==> src/rtl/plist_pkg.sv <==
// Shared types and constants for the positional list engine.
// No dependencies; every other file imports this package.
package plist_pkg;

	localparam int CAPACITY = 64;
	localparam int CNT_W    = $clog2(CAPACITY + 1);
	localparam int IDX_W    = $clog2(CAPACITY);
	localparam int POS_W    = 9;
	localparam int VAL_W    = 32;
	localparam int LEN_W    = 9;
	localparam int QDEPTH   = 2;
	localparam int QPTR_W   = $clog2(QDEPTH);
	localparam int QFILL_W  = $clog2(QDEPTH + 1);

	typedef enum logic [1:0] {
		CMD_INSERT = 2'd0,
		CMD_DELETE = 2'd1,
		CMD_READ   = 2'd2,
		CMD_DUMP   = 2'd3
	} cmd_t;

	typedef enum logic [1:0] {
		ST_OK     = 2'd0,
		ST_BADPOS = 2'd1,
		ST_FULL   = 2'd2,
		ST_EMPTY  = 2'd3
	} status_t;

	typedef enum logic {
		BK_RUN,
		BK_DUMP
	} back_state_t;

	// one classified command word, as held in the queue
	typedef struct packed {
		cmd_t             cmd;
		logic             pos_zero;
		logic [POS_W-1:0] pos;
		logic [IDX_W-1:0] idx;
		logic [VAL_W-1:0] value;
	} op_t;

endpackage

==> src/rtl/plist_front.sv <==
// Front end: accept command words, classify them and hold them in a short queue.
// Depends on plist_pkg.
module plist_front import plist_pkg::*; (
	input  logic                    clk,
	input  logic                    arst_n,
	input  logic                    cmd_valid,
	output logic                    cmd_ready,
	input  logic [1:0]              cmd,
	input  logic [POS_W-1:0]        position,
	input  logic signed [VAL_W-1:0] value,
	output logic                    head_valid,
	output op_t                     head,
	input  logic                    head_pop
);

	op_t                entry_q [QDEPTH];
	logic [QPTR_W-1:0]  wr_ptr_q;
	logic [QPTR_W-1:0]  rd_ptr_q;
	logic [QFILL_W-1:0] fill_q;
	logic               push;
	logic               pop;
	op_t                op_w;
	logic [POS_W-1:0]   pos_m1;

	// decode: zero position flag and zero-based cell index
	always_comb begin
		pos_m1         = position - POS_W'(1);
		op_w.cmd       = cmd_t'(cmd);
		op_w.pos_zero  = (position == '0);
		op_w.pos       = position;
		op_w.idx       = pos_m1[IDX_W-1:0];
		op_w.value     = value;
	end

	assign cmd_ready  = (fill_q != QFILL_W'(QDEPTH));
	assign head_valid = (fill_q != '0);
	assign head       = entry_q[rd_ptr_q];
	assign push       = cmd_valid && cmd_ready;
	assign pop        = head_pop && head_valid;

	always_ff @(posedge clk) begin
		if (push) begin
			entry_q[wr_ptr_q] <= op_w;
		end
	end

	always_ff @(posedge clk or negedge arst_n) begin
		if (!arst_n) begin
			wr_ptr_q <= '0;
			rd_ptr_q <= '0;
			fill_q   <= '0;
		end else begin
			if (push) begin
				wr_ptr_q <= wr_ptr_q + QPTR_W'(1);
			end
			if (pop) begin
				rd_ptr_q <= rd_ptr_q + QPTR_W'(1);
			end
			case ({push, pop})
				2'b10:   fill_q <= fill_q + QFILL_W'(1);
				2'b01:   fill_q <= fill_q - QFILL_W'(1);
				default: fill_q <= fill_q;
			endcase
		end
	end

endmodule

==> config.mk <==
export PLATFORM = sky130hd
export DESIGN_NAME = plist_front
export DESIGN_NICKNAME = d
export VERILOG_FILES = /design/src/rtl/plist_pkg.sv /design/src/rtl/plist_front.sv
export SDC_FILE = /design/constraint.sdc
export NUM_CORES = 1
export LEC_CHECK = 0
export ABC_AREA = 1
export ABC_CLOCK_PERIOD_IN_PS = 8740
export BUFFER_PORTS_ARGS = -buffer_cell sky130_fd_sc_hd__buf_4
export CORE_MARGIN = 5
export CORE_UTILIZATION = 47
export CTS_CLUSTER_DIAMETER = 40
export CTS_CLUSTER_SIZE = 40
export DETAILED_ROUTE_END_ITERATION = 8
export GPL_ROUTABILITY_DRIVEN = 0
export MAX_ROUTING_LAYER = met4
export PLACE_DENSITY = 0.7
export SYNTH_ARGS = -nofsm -noshare
export SYNTH_HDL_FRONTEND = slang
export SYNTH_SLANG_ARGS = --single-unit
export TNS_END_PERCENT = 100
==> constraint.sdc <==
create_clock -name clk -period 8.74 [get_ports clk]
set_clock_uncertainty 0.05 [all_clocks]
set_input_delay 1.748 -clock clk [delete_from_list [all_inputs] [get_ports clk]]
set_output_delay 1.748 -clock clk [all_outputs]
set_load 0.02 [all_outputs]
==> results.md, run 1 <==
* #FFs+latches synth at 104
* # resized after CTS at 0
* RSZ-0062 raised after global routing: false
* Share of layout cells above drive strength 1 at 0.288
* Post-synthesis cell count at 315
* Die ar. at 0.0105 sq mm
* Area of the mapped netlist at 0.00401 sq mm
* Clock sink total at 104
* CTS Buffer Depth at 2
* DR top layer: met4
* Compound-cell area share of the yosys netlist at 0.00125
* Area leader, netlist: edfxtp_1
* ANT nets after route at 0
* Overflow after GRT at 0
* DRT Wirelength at 7340 um
* Largest family of logic cells by synthesized area: simple AND/OR/NAND/NOR gates
* Vias at 2463
* GRT Overall Usage at 0.151
* Post-Synth XOR/XNOR Area at 0.00655
* Outcome: completed
* Metal2 WL at approximately 3400 um
* DRC at 0
* R2R setup slack at between 6 and 7 ns
* CTS tree: built
* Endpoints failing hold at 0
* Hold Crit Class: register to register
* Critical register-to-register path startpoint: fill_q[0]$_DFFE_PN0P_
* Max_cap viols at 0
* Multiplexer share of the synthesized area at 0
* Vias per inst at between 4 and 5
* Die width at 102 um
* CTS H-Tree Depth at 3
* Core Area at 0.00826 sq mm
* CTS Hold Bufs at 0
* Post-route clock period utilization at 0.461
* Syn Nets at between 300 and 400
* Clock Latency Late Sink at 0.35 ns
* Worst slew pin tran at 0.968 ns
* Initial DRT Pass Iterations at 4
* PortBufs at 98
* Worst Setup Slack, final at ~4.7 ns
* M1 WL at ~3200 um
* DIE HEIGHT at 102 um
* Nets at 464
* Clk root buf: clkbuf_8
* Largest net degree at the start of global routing at 53
* Postcts setup bufs at 0
* Commonest non-fill, non-tap cell in the layout: nand2_1
* Crit Path Max Fanout at between 50 and 60
* First-pass GRT wire length at 11500 um
* FF-to-FF End: entry_q[0][7]$_DFFE_PP_
* Starting DRT DRC Count at 74
* Relative slew margins at 0.354
* TNS Setup at 0 ns
* Row count at 33
* Placement Setup Slack at between 5 and 6 ns
* Met3 wire length at 666 um
* Top cells by area in the synthesized netlist: edfxtp_1, nand2_1, dfrtp_1
* Data arrival time of the critical path at 2.23 ns
* Seq/Total Area, Yosys at 0.773
* Worst-path clk slew at about 0.09 ns
* Inserted Clock Buffers at 9
* Area delta synth->final at 24.6%
* VDD IR max at roughly 0.00020 V
* N_diodes at 0
* Top-area cell type share of the netlist area at 0.748
* # setup viols final at 0
* Hold Path End: fill_q[1]$_DFFE_PN0P_
* IO Pins at 99
* Vias in the first global route at 2453
* Initial antenna violation count at 0
* Final HPWL from detailed placement at approximately 5000 um
* Startpoint Class: register
* Yosys warnings at 0
* Fmax at about 250 MHz
* Simple-gate share of the synthesized area at 0.178
* Syn Area/Cell at 12.7 sq um
* Final Power at about 0.0017 W
* Worst Path Class, Setup: register to output port
* Commonest non-fill, non-tap cells in the layout: nand2_1, edfxtp_1, buf_4
* R2R depth at 5
* Minimum clock period at between 4 and 5 ns
* Worst setup EP type: output port
* Max-slew violations at 0
* Adder-Cell Fraction of Synth Area at 0.00623
* Initial core utilization at 0.486
* Hold_sp: fill_q[1]$_DFFE_PN0P_
* Lkg Pwr at 2.15 nW
* Cell variety after synth at 19
* Pwr per Cell Area at 336 mW/mm^2
* WL per Instance at approximately 14 um
* Worst Path Required at 6.94 ns
* Hold path depth at 2
cells by family (layout without fill, tap and decap cells):
family          Yosys count  count (layout)
buf+inv                  23             128
simple gates            182             182
compound gates            1               1
fa+ha+maj                 2               2
xor+xnor                  3               3
flops                   104             104
state kept, by name, summed over array words and instances, names as in the netlist:
name / cells
rd_ptr_q: 1
entry_q: 100
fill_q: 2
wr_ptr_q: 1
layer usage:
layer / track usage / up-vias
met5: - / -
met4: 0.0404 / 0
met3: 0.0526 / 4
met2: 0.229 / 87
met1: 0.196 / 1131
li1: - / 1241
layout make-up:
type | instances | area (sq um)
clock buffer | 10 | 128
fill | 686 | 3260
sequential | 104 | 3100
clock inverter | 6 | 60.1
inverter | 12 | 47.5
multi-input combinational | 188 | 778
timing repair buffer | 100 | 751
tap | 105 | 131
Yosys cell counts (all sizes together):
cell type  number
dfrtp           4
edfxtp        100
buf            11
inv            12
xor2            2
nand3           2
nand4           2
a21oi           1
xnor2           1
nand3b          1
nand2         168
nor2            9
ha              2
per-stage QoR:
stage | hold slack, ns | instance area, sq um | util | std cells
floorplan | 0.431 | 4010 | - | 315
CTS | 0.477 | 5000 | 0.605 | 525
finish | 0.474 | 5000 | 0.605 | 525
global route | 0.521 | 5000 | 0.605 | 525
global placement | 0.449 | 4810 | 0.583 | 509
detailed placement | 0.455 | 4810 | 0.583 | 509
critical path: stages, from the launching register on:
cell	delay (ns)
dfrtp_2	1.01
inv_4	0.44
nand2_1	0.14
nand2_1	0.09
buf_4	0.17
how the worst max path moves through the flow:
stage / depth (start not counted) / end / from
after detailed placement: 4 / head[19] / rd_ptr_q$_DFFE_PN0P_
after floorplan: 2 / entry_q[0][0]$_DFFE_PP_ / cmd_valid
after CTS: 4 / head[34] / rd_ptr_q$_DFFE_PN0P_
after global routing: 4 / head[7] / rd_ptr_q$_DFFE_PN0P_
final: 4 / head[34] / rd_ptr_q$_DFFE_PN0P_
after global placement: 4 / head[34] / rd_ptr_q$_DFFE_PN0P_
power by group:
group	switching (W)	internal [W]	leakage (nW)
Clock	0.000151	0.000131	0.0836
Combinational	0.000410	0.000240	1.09
Sequential	0.0000663	0.000681	0.978
Total	0.000627	0.00105	2.15
Power figures use the tool's default switching activity.
==> run 2, diff against run 1 <==
--- a/config.mk
+++ b/config.mk
@@ -6,7 +6,7 @@
 export NUM_CORES = 1
 export LEC_CHECK = 0
 export ABC_AREA = 1
-export ABC_CLOCK_PERIOD_IN_PS = 8740
+export ABC_CLOCK_PERIOD_IN_PS = 3200
 export BUFFER_PORTS_ARGS = -buffer_cell sky130_fd_sc_hd__buf_4
 export CORE_MARGIN = 5
 export CORE_UTILIZATION = 47
@@ -15,7 +15,7 @@
 export DETAILED_ROUTE_END_ITERATION = 8
 export GPL_ROUTABILITY_DRIVEN = 0
 export MAX_ROUTING_LAYER = met4
-export PLACE_DENSITY = 0.7
+export PLACE_DENSITY = 0.73
 export SYNTH_ARGS = -nofsm -noshare
 export SYNTH_HDL_FRONTEND = slang
 export SYNTH_SLANG_ARGS = --single-unit
==> constraint.sdc (replaced) <==
create_clock -name clk -period 3.2 [get_ports clk]
set_clock_uncertainty 0.05 [all_clocks]
set_input_delay 0.64 -clock clk [delete_from_list [all_inputs] [get_ports clk]]
set_output_delay 0.64 -clock clk [all_outputs]
set_load 0.02 [all_outputs]
==> run 2 against run 1 <==
Net effect:
- design area is essentially flat
- die area unchanged
- cell count increased by 0.38%
- wire length increased by 3.0%
- combinational power increased to 2.9 times the previous value
- critical endpoint unchanged
- global-route usage increased by 0.16 points
- non-clock buffer count increased by 2
- clock power increased by 150%
- critical path depth unchanged
==> results.md, run 2 (synthesis results as in run 1) <==
* GRT Overall Usage at 0.153
* CTS Hold Bufs at 0
* Die width at 102 um
* Post-route clock period utilization at 0.771
* Clk root buf: clkbuf_8
* Overflow after GRT at 0
* TNS Setup at 0 ns
* Endpoints failing hold at 0
* Vias in the first global route at 2417
* Core Area at between 0.008 and 0.009 sq mm
* Nets at 466
* Worst-path clk slew at 0.09 ns
* # setup viols final at 0
* Final HPWL from detailed placement at about 5200 um
* CTS Buffer Depth at 2
* Final core occ at 0.606
* Clock sink total at 104
* DRT Wirelength at 7570 um
* RSZ-0062 raised after global routing: false
* CTS H-Tree Depth at 3
* Vias at 2477
* Share of layout cells above drive strength 1 at 0.289
* CP startpoint: rd_ptr_q$_DFFE_PN0P_
* Max_cap viols at 0
* ANT nets after route at 0
* Fmax at between 400 and 500 MHz
* Die ar. at 0.0105 sq mm
* # resized after CTS at 0
* Data arrival time of the critical path at roughly 1.8 ns
* Lkg Pwr at 2.16 nW
* Worst Path Required at 2.51 ns
* Clock Latency Late Sink at 0.34 ns
* Initial antenna violation count at 0
* VDD IR max at 0.000443 V
* Max reg flops at 100
* Worst setup EP type: output port
* Commonest non-fill, non-tap cell in the layout: nand2_1
* Largest net degree at the start of global routing at 52
* Initial core utilization at 0.486
* First-pass GRT wire length at 11700 um
* CTS tree: built
* Vias per inst at 4.70
* PortBufs at 98
* Worst Path Class, Setup: register to output port
* Initial DRT Pass Iterations at 4
* Worst hold margin at between 0.02 and 0.025 ns
* Row count at 33
* Minimum clock period at about 2.5 ns
* R2R depth at 5
* Largest registers: entry_q: 100 flops, fill_q: 2 flops
* IO Pins at 99
* Max-slew violations at 0
* Outcome: completed
* FF-to-FF End: entry_q[0][25]$_DFFE_PP_
* Postcts setup bufs at 0
* Biggest register: entry_q
* Commonest non-fill, non-tap cells in the layout: nand2_1, buf_4, edfxtp_1
* DIE HEIGHT at around 100 um
* Crit Path Max Fanout at 51
* Worst slew pin tran at 0.639 ns
* Critical register-to-register path startpoint: fill_q[0]$_DFFE_PN0P_
* Starting DRT DRC Count at 93
* WL per Instance at 14.4 um
* R2R setup slack at 1.37 ns
* Relative slew margins at 0.573
* Inserted Clock Buffers at 9
* Area delta synth->final at 24.7%
* DRC at 0
* Pwr per Cell Area at slightly above 900 mW/mm^2
* Startpoint Class: register
* N_diodes at 0
* Hold Crit Class: input port to asynchronous set/reset pin
==> run 2: cell types whose count changed in the layout (fill, tap and decap cells not counted), sizes merged <==
cell      change
buf           +2
bufinv        -1
clkbuf        +1
clkinv        +1
clkinvlp      -2
inv           +1
==> run 2: cell type report <==
cell class / count / area, sq um
clock inverters: 5 / 32.5
multi-input cells: 188 / 778
repair buffers: 102 / 778
fillers: 691 / 3250
inverters: 12 / 47.5
clock buffers: 11 / 131
well taps: 105 / 131
flip-flops and latches: 104 / 3100
==> run 2: stage by stage <==
step	total power (W)	area (sq um)	setup WS (ns)	std cells
final	0.00454	5000	0.732	527
after global routing	0.00483	5000	0.566	527
after CTS	0.00461	5000	0.682	527
after detailed placement	0.00392	4840	1.08	511
after global placement	0.00389	4840	1.09	511
after floorplan	0.00316	4020	0.730	315
==> run 2: critical path: stages, from the launching register on <==
cell     delay [ns]
dfrtp_2        0.58
inv_4          0.47
nand2_1        0.09
nand2_1        0.12
buf_4          0.15
==> run 2: worst max-delay path by stage <==
stage,slack [ns],endpoint,cells past startpoint
after global routing,0.57,head[35],4
final,0.73,head[34],4
after CTS,0.68,head[34],4
after detailed placement,1.08,head[34],4
after floorplan,0.73,entry_q[0][0]$_DFFE_PP_,2
after global placement,1.09,head[34],4
==> run 2: metal layers <==
metal | vias to the layer above | GRT usage | wire [um]
met5 | - | - | 0
met2 | 84 | 0.240 | 3720
li1 | 1244 | - | -
met1 | 1141 | 0.195 | 3190
met4 | 0 | 0.0545 | 85
met3 | 8 | 0.0355 | 576
==> run 2: where the power goes <==
| group | internal [W] | switching, W |
|---|---|---|
| sequential | 0.00186 | 0.000127 |
| clock | 0.000283 | 0.000417 |
| combinational | 0.000673 | 0.00118 |
